### src/rtl/core/tss_pkg.sv
// tss_pkg: shared types and constants for the timed setpoint scheduler.
// No dependencies; imported by tss_ram and timed_setpoint_scheduler.
package tss_pkg;

  localparam int TSS_DEPTH = 16;
  localparam int TIME_W    = 48;
  localparam int VAL_W     = 32;

  // one table entry as held in the RAM
  typedef struct packed {
    logic [TIME_W-1:0]       evt_time;
    logic signed [VAL_W-1:0] target;
  } tss_entry_t;

  // command codes
  localparam logic [1:0] CMD_INSERT  = 2'd0;
  localparam logic [1:0] CMD_ADVANCE = 2'd1;
  localparam logic [1:0] CMD_CLEAR   = 2'd2;

  // configuration register indexes
  localparam logic REG_MIN_OUTPUT = 1'b0;
  localparam logic REG_MAX_OUTPUT = 1'b1;

  localparam logic signed [VAL_W-1:0] VAL_MIN = {1'b1, {(VAL_W-1){1'b0}}};
  localparam logic signed [VAL_W-1:0] VAL_MAX = {1'b0, {(VAL_W-1){1'b1}}};
  localparam logic [TIME_W-1:0]       TIME_NONE = {TIME_W{1'b1}};

endpackage

### src/rtl/core/timed_setpoint_scheduler.sv
// timed_setpoint_scheduler: time-sorted setpoint table with a clamped output.
// Depends on tss_pkg and tss_ram.
//
// Usage
//  Input channel (in_valid/in_stall) carries one command item: insert a
//  (time, target) setpoint, advance to a time, or clear the table. Each item
//  gives exactly one result item on the output channel (out_valid/out_stall):
//  the clamped output, earliest pending time (all ones when empty), the raw
//  front target, the entry count and the dropped flag.
//  Entries live in a circular buffer in one RAM (registered read). Insert walks
//  back from the tail, moving each later entry up one slot through a read
//  state and a compare-and-write state; advance pops each due entry from the
//  head through a read state and a compare state.
//  One item is in work at a time; in_stall is high from acceptance until the
//  result is loaded into the output register. The next item may be accepted
//  while that result still waits under out_stall; a second result then waits
//  in the pipe until the first is taken.
//  min_output/max_output are written through cfg_we/cfg_index/cfg_data; the user must write
//  them while idle, and the block itself does not enforce this. A write pulls the present
//  output inside the new bound. Reset (rst, synchronous) empties the table, zeroes the
//  output, forgets the last advance time and restores the widest clamp bounds. RAM is not cleared.
module timed_setpoint_scheduler
  import tss_pkg::*;
#(
  parameter int DEPTH = TSS_DEPTH
) (
  input  logic                           clk,
  input  logic                           rst,
  // command items
  input  logic                           in_valid,
  output logic                           in_stall,
  input  logic [1:0]                     command,
  input  logic [TIME_W-1:0]              event_time,
  input  logic signed [VAL_W-1:0]        target_value,
  // result items
  output logic                           out_valid,
  input  logic                           out_stall,
  output logic signed [VAL_W-1:0]        output_value,
  output logic [TIME_W-1:0]              next_update_time,
  output logic signed [VAL_W-1:0]        front_target,
  output logic [$clog2(DEPTH+1)-1:0]     entry_count,
  output logic                           dropped,
  // configuration
  input  logic                           cfg_we,
  input  logic                           cfg_index,
  input  logic [VAL_W-1:0]               cfg_data
);

  localparam int IDX_W = $clog2(DEPTH);
  localparam int CNT_W = $clog2(DEPTH + 1);
  localparam int SUM_W = IDX_W + 1;

  typedef enum logic [2:0] {
    S_IDLE, S_INS_RD, S_INS_CMP, S_INS_HEAD, S_ADV_RD, S_ADV_CMP, S_FRONT, S_RESULT
  } state_t;

  state_t                  state;
  logic [IDX_W-1:0]        head;      // RAM slot of the earliest entry
  logic [CNT_W-1:0]        count;
  logic [IDX_W-1:0]        k;         // insert scan offset from head
  logic signed [VAL_W-1:0] cur_out;
  logic signed [VAL_W-1:0] min_out;
  logic signed [VAL_W-1:0] max_out;
  logic [TIME_W-1:0]       last_time;
  logic                    last_valid;
  logic [TIME_W-1:0]       time_q;
  logic signed [VAL_W-1:0] tgt_q;
  logic                    drop_q;

  logic                    mem_we;
  logic [IDX_W-1:0]        mem_waddr;
  logic [IDX_W-1:0]        mem_raddr;
  tss_entry_t              mem_wdata;
  tss_entry_t              mem_rdata;

  // slot of (base + off) in the circular buffer, off < DEPTH
  function automatic logic [IDX_W-1:0] addr_of(input logic [IDX_W-1:0] base,
                                                input logic [CNT_W-1:0] off);
    logic [SUM_W-1:0] sum;
    sum = SUM_W'(base) + SUM_W'(off);
    if (sum >= SUM_W'(DEPTH)) begin
      sum = sum - SUM_W'(DEPTH);
    end
    return sum[IDX_W-1:0];
  endfunction

  // above max wins over below min, so inverted bounds give max
  function automatic logic signed [VAL_W-1:0] clamp(input logic signed [VAL_W-1:0] v,
                                                    input logic signed [VAL_W-1:0] lo,
                                                    input logic signed [VAL_W-1:0] hi);
    if (v > hi) begin
      return hi;
    end else if (v < lo) begin
      return lo;
    end
    return v;
  endfunction

  tss_ram #(.DEPTH(DEPTH)) u_ram (
    .clk   (clk),
    .we    (mem_we),
    .waddr (mem_waddr),
    .wdata (mem_wdata),
    .raddr (mem_raddr),
    .rdata (mem_rdata)
  );

  assign in_stall = (state != S_IDLE);

  // RAM port control; the read port sits on head except during the insert scan
  always_comb begin
    mem_we    = 1'b0;
    mem_waddr = head;
    mem_raddr = head;
    mem_wdata = '{evt_time: time_q, target: tgt_q};
    case (state)
      S_INS_RD: begin
        mem_raddr = addr_of(head, CNT_W'(k));
      end
      S_INS_CMP: begin
        mem_we    = 1'b1;
        mem_waddr = addr_of(head, CNT_W'(k) + CNT_W'(1));
        if (mem_rdata.evt_time > time_q) begin
          mem_wdata = mem_rdata;   // later entry moves up one slot
        end
      end
      S_INS_HEAD: begin
        mem_we = 1'b1;
      end
      default: ;
    endcase
  end

  always_ff @(posedge clk) begin
    if (rst) begin
      state      <= S_IDLE;
      head       <= '0;
      count      <= '0;
      k          <= '0;
      cur_out    <= '0;
      min_out    <= VAL_MIN;
      max_out    <= VAL_MAX;
      last_time  <= '0;
      last_valid <= 1'b0;
      drop_q     <= 1'b0;
      out_valid  <= 1'b0;
    end else begin
      // a result loaded this cycle sets valid below instead
      if (out_valid && !out_stall && state != S_RESULT) begin
        out_valid <= 1'b0;
      end

      if (cfg_we) begin
        unique case (cfg_index)
          REG_MIN_OUTPUT: begin
            min_out <= $signed(cfg_data);
            if (cur_out < $signed(cfg_data)) cur_out <= $signed(cfg_data);
          end
          REG_MAX_OUTPUT: begin
            max_out <= $signed(cfg_data);
            if (cur_out > $signed(cfg_data)) cur_out <= $signed(cfg_data);
          end
        endcase
      end

      unique case (state)
        S_IDLE: begin
          if (in_valid) begin
            time_q <= event_time;
            tgt_q  <= target_value;
            drop_q <= 1'b0;
            case (command)
              CMD_INSERT: begin
                if (count == CNT_W'(DEPTH)) begin
                  drop_q <= 1'b1;
                  state  <= S_FRONT;
                end else if (count == '0) begin
                  state <= S_INS_HEAD;
                end else begin
                  k     <= IDX_W'(count - CNT_W'(1));
                  state <= S_INS_RD;
                end
              end
              CMD_ADVANCE: begin
                if (last_valid && event_time == last_time) begin
                  state <= S_FRONT;
                end else begin
                  state <= S_ADV_RD;
                end
              end
              CMD_CLEAR: begin
                count <= '0;
                state <= S_FRONT;
              end
              default: state <= S_FRONT;
            endcase
          end
        end
        S_INS_RD: state <= S_INS_CMP;
        S_INS_CMP: begin
          if (mem_rdata.evt_time > time_q) begin
            if (k == '0) begin
              state <= S_INS_HEAD;
            end else begin
              k     <= k - IDX_W'(1);
              state <= S_INS_RD;
            end
          end else begin
            count <= count + CNT_W'(1);
            state <= S_FRONT;
          end
        end
        S_INS_HEAD: begin
          count <= count + CNT_W'(1);
          state <= S_FRONT;
        end
        S_ADV_RD: begin
          if (count == '0) begin
            last_time  <= time_q;
            last_valid <= 1'b1;
            state      <= S_FRONT;
          end else begin
            state <= S_ADV_CMP;
          end
        end
        S_ADV_CMP: begin
          if (mem_rdata.evt_time <= time_q) begin
            cur_out <= clamp(mem_rdata.target, min_out, max_out);
            head    <= addr_of(head, CNT_W'(1));
            count   <= count - CNT_W'(1);
            state   <= S_ADV_RD;
          end else begin
            last_time  <= time_q;
            last_valid <= 1'b1;
            state      <= S_FRONT;
          end
        end
        S_FRONT: state <= S_RESULT;   // head entry read in flight
        S_RESULT: begin
          if (!out_valid || !out_stall) begin
            out_valid    <= 1'b1;
            output_value <= cur_out;
            entry_count  <= count;
            dropped      <= drop_q;
            if (count != '0) begin
              next_update_time <= mem_rdata.evt_time;
              front_target     <= mem_rdata.target;
            end else begin
              next_update_time <= TIME_NONE;
              front_target     <= cur_out;
            end
            state <= S_IDLE;
          end
        end
        default: state <= S_IDLE;
      endcase
    end
  end

  // table never overfills
  a_count_bound: assert property (@(posedge clk) disable iff (rst)
    count <= CNT_W'(DEPTH))
    else $error("entry count above depth");

  // a dropped insert is only reported against a full table
  a_drop_full: assert property (@(posedge clk) disable iff (rst)
    out_valid && dropped |-> entry_count == CNT_W'(DEPTH))
    else $error("drop reported on a table with room");

  // empty table reports no next time and the output as front
  a_empty_front: assert property (@(posedge clk) disable iff (rst)
    out_valid && entry_count == '0 |->
      next_update_time == TIME_NONE && front_target == output_value)
    else $error("empty table result malformed");

  // RAM is written only by the insert sequence
  a_write_states: assert property (@(posedge clk) disable iff (rst)
    mem_we |-> (state == S_INS_CMP || state == S_INS_HEAD))
    else $error("RAM write outside insert");

  // an accepted item always starts work
  a_accept_busy: assert property (@(posedge clk) disable iff (rst)
    in_valid && !in_stall |=> state != S_IDLE)
    else $error("accepted item not taken into work");

endmodule

### src/rtl/core/tss_ram.sv
// tss_ram: simple dual-port entry RAM, one write and one registered read per cycle.
// Depends on tss_pkg for the entry type.
module tss_ram
  import tss_pkg::*;
#(
  parameter int DEPTH = TSS_DEPTH
) (
  input  logic                     clk,
  input  logic                     we,
  input  logic [$clog2(DEPTH)-1:0] waddr,
  input  tss_entry_t               wdata,
  input  logic [$clog2(DEPTH)-1:0] raddr,
  output tss_entry_t               rdata
);

  tss_entry_t mem [DEPTH];

  always_ff @(posedge clk) begin
    if (we) begin
      mem[waddr] <= wdata;
    end
    rdata <= mem[raddr];
  end

endmodule

### config.mk
export PLATFORM = sky130hd
export DESIGN_NAME = timed_setpoint_scheduler
export DESIGN_NICKNAME = d
export VERILOG_FILES = /design/src/rtl/core/tss_pkg.sv /design/src/rtl/core/timed_setpoint_scheduler.sv /design/src/rtl/core/tss_ram.sv
export SDC_FILE = /design/constraint.sdc
export NUM_CORES = 2
export LEC_CHECK = 0
export BUFFER_PORTS_ARGS = -buffer_cell sky130_fd_sc_hd__buf_4
export CORE_MARGIN = 2
export CORE_UTILIZATION = 40
export CTS_CLUSTER_DIAMETER = 60
export DETAILED_ROUTE_END_ITERATION = 8
export HOLD_SLACK_MARGIN = 0.12
export PLACE_DENSITY = 0.58
export SLEW_MARGIN = 20
export SYNTH_ARGS = -nofsm -noshare
export SYNTH_HDL_FRONTEND = slang
export SYNTH_SLANG_ARGS = --single-unit
### constraint.sdc
create_clock -name clk -period 13.8 [get_ports clk]
set_input_delay 3.45 -clock clk [delete_from_list [all_inputs] [get_ports clk]]
set_output_delay 3.45 -clock clk [all_outputs]
set_load 0.05 [all_outputs]
==> metrics.md <==
| Metric | Value |
|---|---|
| WL met2 | `95.2 mm` |
| Top cell type by total area after synthesis | `edfxtp_1` |
| Critical Path Start | `cfg_data[15]` |
| Core Box Area | `0.177 sq mm` |
| Vias in the first global route | `44.2k` |
| Placer Congestion | `0.877` |
| Setup violators final | `0` |
| Hold Path Class | `flop to flop` |
| Met3 WL post-DR | `11.3 mm` |
| First-pass GRT wire length | `293 mm` |
| Met1 routed wirelength after detailed routing | `87.6 mm` |
| Slew headroom | `1.74%` |
| Tmin final | `6150 ps` |
| RSZ-0062 raised after global routing | `false` |
| WL/cell | `24.6 um` |
| Row count | `154` |
| Largest net degree at the start of global routing | `214` |
| Max-slew violation count | `0` |
| Clock Latency Late Sink | `830 ps` |
| RR Startpoint | `state[0]$_SDFFE_PP0P_` |
| Avg Synthesized Cell Area | `13.0 sq um` |
| Reg-to-Reg End | `u_ram.rdata[61]$_DFF_P_` |
| CTS Buf Count | `182` |
| Worst Clk Skew | `33.0 ps` |
| DR vias/cell | `5.67` |
| # clock sinks | `1721` |
| Crit path launch type | `input pin` |
| Number of synthesized flops with an enable pin | `1478` |
| Resized Gates After CTS | `0` |
| Top-area cell type share of the netlist area | `62.3%` |
| First-pass DRT Iterations | `7` |
| H-tree levels | `4` |
| Layout net count | `5865` |
| Fin crit share | `44.6%` |
| Layout cell share with drive strength beyond 1 | `13.4%` |
| TNS Setup | `0 ps` |
| Ports | `240` |
| Reg2reg setup slack | `8160 ps` |
| Die ar. | `0.182 sq mm` |
| Final hold viol count | `0` |
| Mapped Cells | `5466` |
| Remaining global-route overflow | `0` |
| Sequential cell area fraction in the yosys report | `69.1%` |
| Final hold slack | `460 ps` |
| Die H | `426 um` |
| Postcts setup bufs | `0` |
| DRT iter0 DRCs | `4464` |
| Worst vdd ir | `0.164 mV` |
| Clock transition at the registers of the reported paths | `60 ps` |
| CTS tree | `yes` |
| Mapped cell area | `0.0713 sq mm` |
| Crit path to | `cur_out[0]$_SDFF_PP0_` |
| PD cells | `181 mW/mm^2` |
| Initial Util | `40.3%` |
| Max_cap viols | `0` |
| Clk buf depth | `3` |
| Post-synth cell types | `71` |
| Area growth syn-to-layout | `14.0%` |
| DRT Wirelength | `199 mm` |
| Flops & latches, synth | `1721` |
| Die W | `426 um` |
| DRT antenna net count | `0` |
| Cell with the most instances after synthesis | `edfxtp_1` |
| Fin area | `0.0812 sq mm` |
| Leak Pwr | `27.4 nW` |
| Initial antenna violation count | `6` |
| Top Metal Used | `met5` |
| Area contributors post-synth | `edfxtp_1 62%, dfxtp_1 6.8%, nand2_1 4.6%` |
| Worst Path Arrival | `6830 ps` |
| Root buf cell | `clkbuf_16` |
| Synth Net Count | `5740` |
| Critical path type | `input pin to flop` |
| DP Area | `0.0755 sq mm` |
| Yosys Warn Count | `0` |
| Commonest cells in the netlist | `1478 x edfxtp_1, 867 x nand2_1, 407 x a211oi_1` |
| Post-synth ARST share | `0%` |
| Post-synth top flop | `edfxtp_1` |
| CP endpoint kind | `flop` |
| Critical path required time | `14480 ps` |
| Remaining DRCs | `0` |
| Dpl hpwl | `109 mm` |
| Max Fclk | `163 MHz` |
| Measured slew at the worst slew-check pin | `1470 ps` |
| Hold Buf Count CTS | `0` |
| Port bufs | `239` |
| Via count | `45.8k` |
| Gr usage total | `21.6%` |
| R2R cell count | `10` |
| Outcome | `completed` |
| Worst-path maximum fanout | `31` |
-- how the worst min path moves through the flow --
stage / start / endpoint / slack [ps] / cells after the start
global route: drop_q$_SDFFE_PP0P_ / dropped$_DFFE_PP_ / 470 / 0
global placement: drop_q$_SDFFE_PP0P_ / dropped$_DFFE_PP_ / 440 / 0
detailed placement: max_out[31]$_SDFFE_PP0P_ / max_out[31]$_SDFFE_PP0P_ / 450 / 2
floorplan: count[2]$_SDFFE_PP0P_ / entry_count[2]$_DFFE_PP_ / 410 / 0
CTS: max_out[31]$_SDFFE_PP0P_ / max_out[31]$_SDFFE_PP0P_ / 460 / 2
finish: drop_q$_SDFFE_PP0P_ / dropped$_DFFE_PP_ / 460 / 0
-- final cells by class --
| class | instances | area (sq um) |
|---|---|---|
| diodes | 2 | 5.00 |
| repair buffers | 321 | 2540 |
| multi-input cells | 3197 | 20200 |
| inverters | 168 | 631 |
| flip-flops and latches | 1721 | 49200 |
| well taps | 2340 | 2930 |
| clock inverters | 102 | 795 |
| clock buffers | 240 | 4910 |
| fillers | 15700 | 95500 |
-- report_power, final --
part	switching [mW]	internal, mW	leakage (nW)	total (mW)
Clock	2.08	2.60	2.79	4.68
Combinational	2.18	0.956	9.28	3.14
Sequential	0.403	6.48	15.3	6.89
-- state kept, by name, summed over array words and instances (netlist names) --
| signal | flops |
|---|---|
| u_ram.mem | 1280 |
| u_ram.rdata | 80 |
| last_time | 48 |
| next_update_time | 48 |
| time_q | 48 |
| cur_out | 32 |
| front_target | 32 |
| max_out | 32 |
| min_out | 32 |
| output_value | 32 |
| tgt_q | 32 |
| count | 5 |
| entry_count | 5 |
| head | 4 |
| k | 4 |
| state | 3 |
| drop_q | 1 |
| dropped | 1 |
| last_valid | 1 |
| out_valid | 1 |
-- metal layers --
| layer | track usage (%) | vias to the layer above |
|---|---|---|
| li1 | - | 21000 |
| met1 | 30.0 | 23100 |
| met2 | 35.4 | 1450 |
| met3 | 3.00 | 298 |
| met4 | 6.13 | 6 |
| met5 | 0 | - |
-- critical path: stages --
cell and delay (ps):
buf_4 100, inv_1 60, ha_1 310, nand4_1 130, nor4_1 580, o21ai_1 170
a311oi_2 480, nor3_1 110, a31oi_2 300, buf_4 410, and2_1 180, buf_4 360
o211ai_1 160
-- cells in the final DEF, fill, tap and decap left out, types with 26 or more instances in the layout --
cell          n
dfxtp_1     243
inv_1       166
and2_0      160
buf_4       310
o211ai_1    102
xnor2_1      26
clkbuf_16   183
a21oi_1     309
ha_1        152
clkinv_1     37
edfxtp_1   1478
a311oi_1    160
nand4_1      92
xor2_1       27
clkinv_2     32
clkbuf_1     45
mux2_2       90
nand2_1     866
a31oi_1     166
a211oi_1    407
nand3_1      74
o21ai_1     100
nor2_1       39
or2_2        49
and2_1      162
-- logic make-up (layout without fill, tap and decap cells) --
logic type,count (synthesis),count (layout),share of synthesized area [%]
flip-flops,1721,1721,69.1
AND/OR/NAND/NOR,1540,1540,10.2
AO/OA/AOI/OAI,1351,1351,12.8
buffers and inverters,548,831,3.00
adder cells (fa/ha/maj),154,154,2.72
multiplexers,98,98,1.54
XOR/XNOR,54,54,0.663
other,0,2,0
-- stage by stage --
step | util (%) | setup slack [ps] | power, mW | std cells
after floorplan | - | 579 | 8.82 | 5466
after global placement | 42.7 | 6910 | 10.0 | 7746
after detailed placement | 42.7 | 6880 | 10.1 | 7746
after CTS | 45.9 | 7760 | 14.8 | 8088
after global routing | 46.0 | 7400 | 15.3 | 8089
final | 46.0 | 7650 | 14.7 | 8091
(Power assumes the default switching activity.)
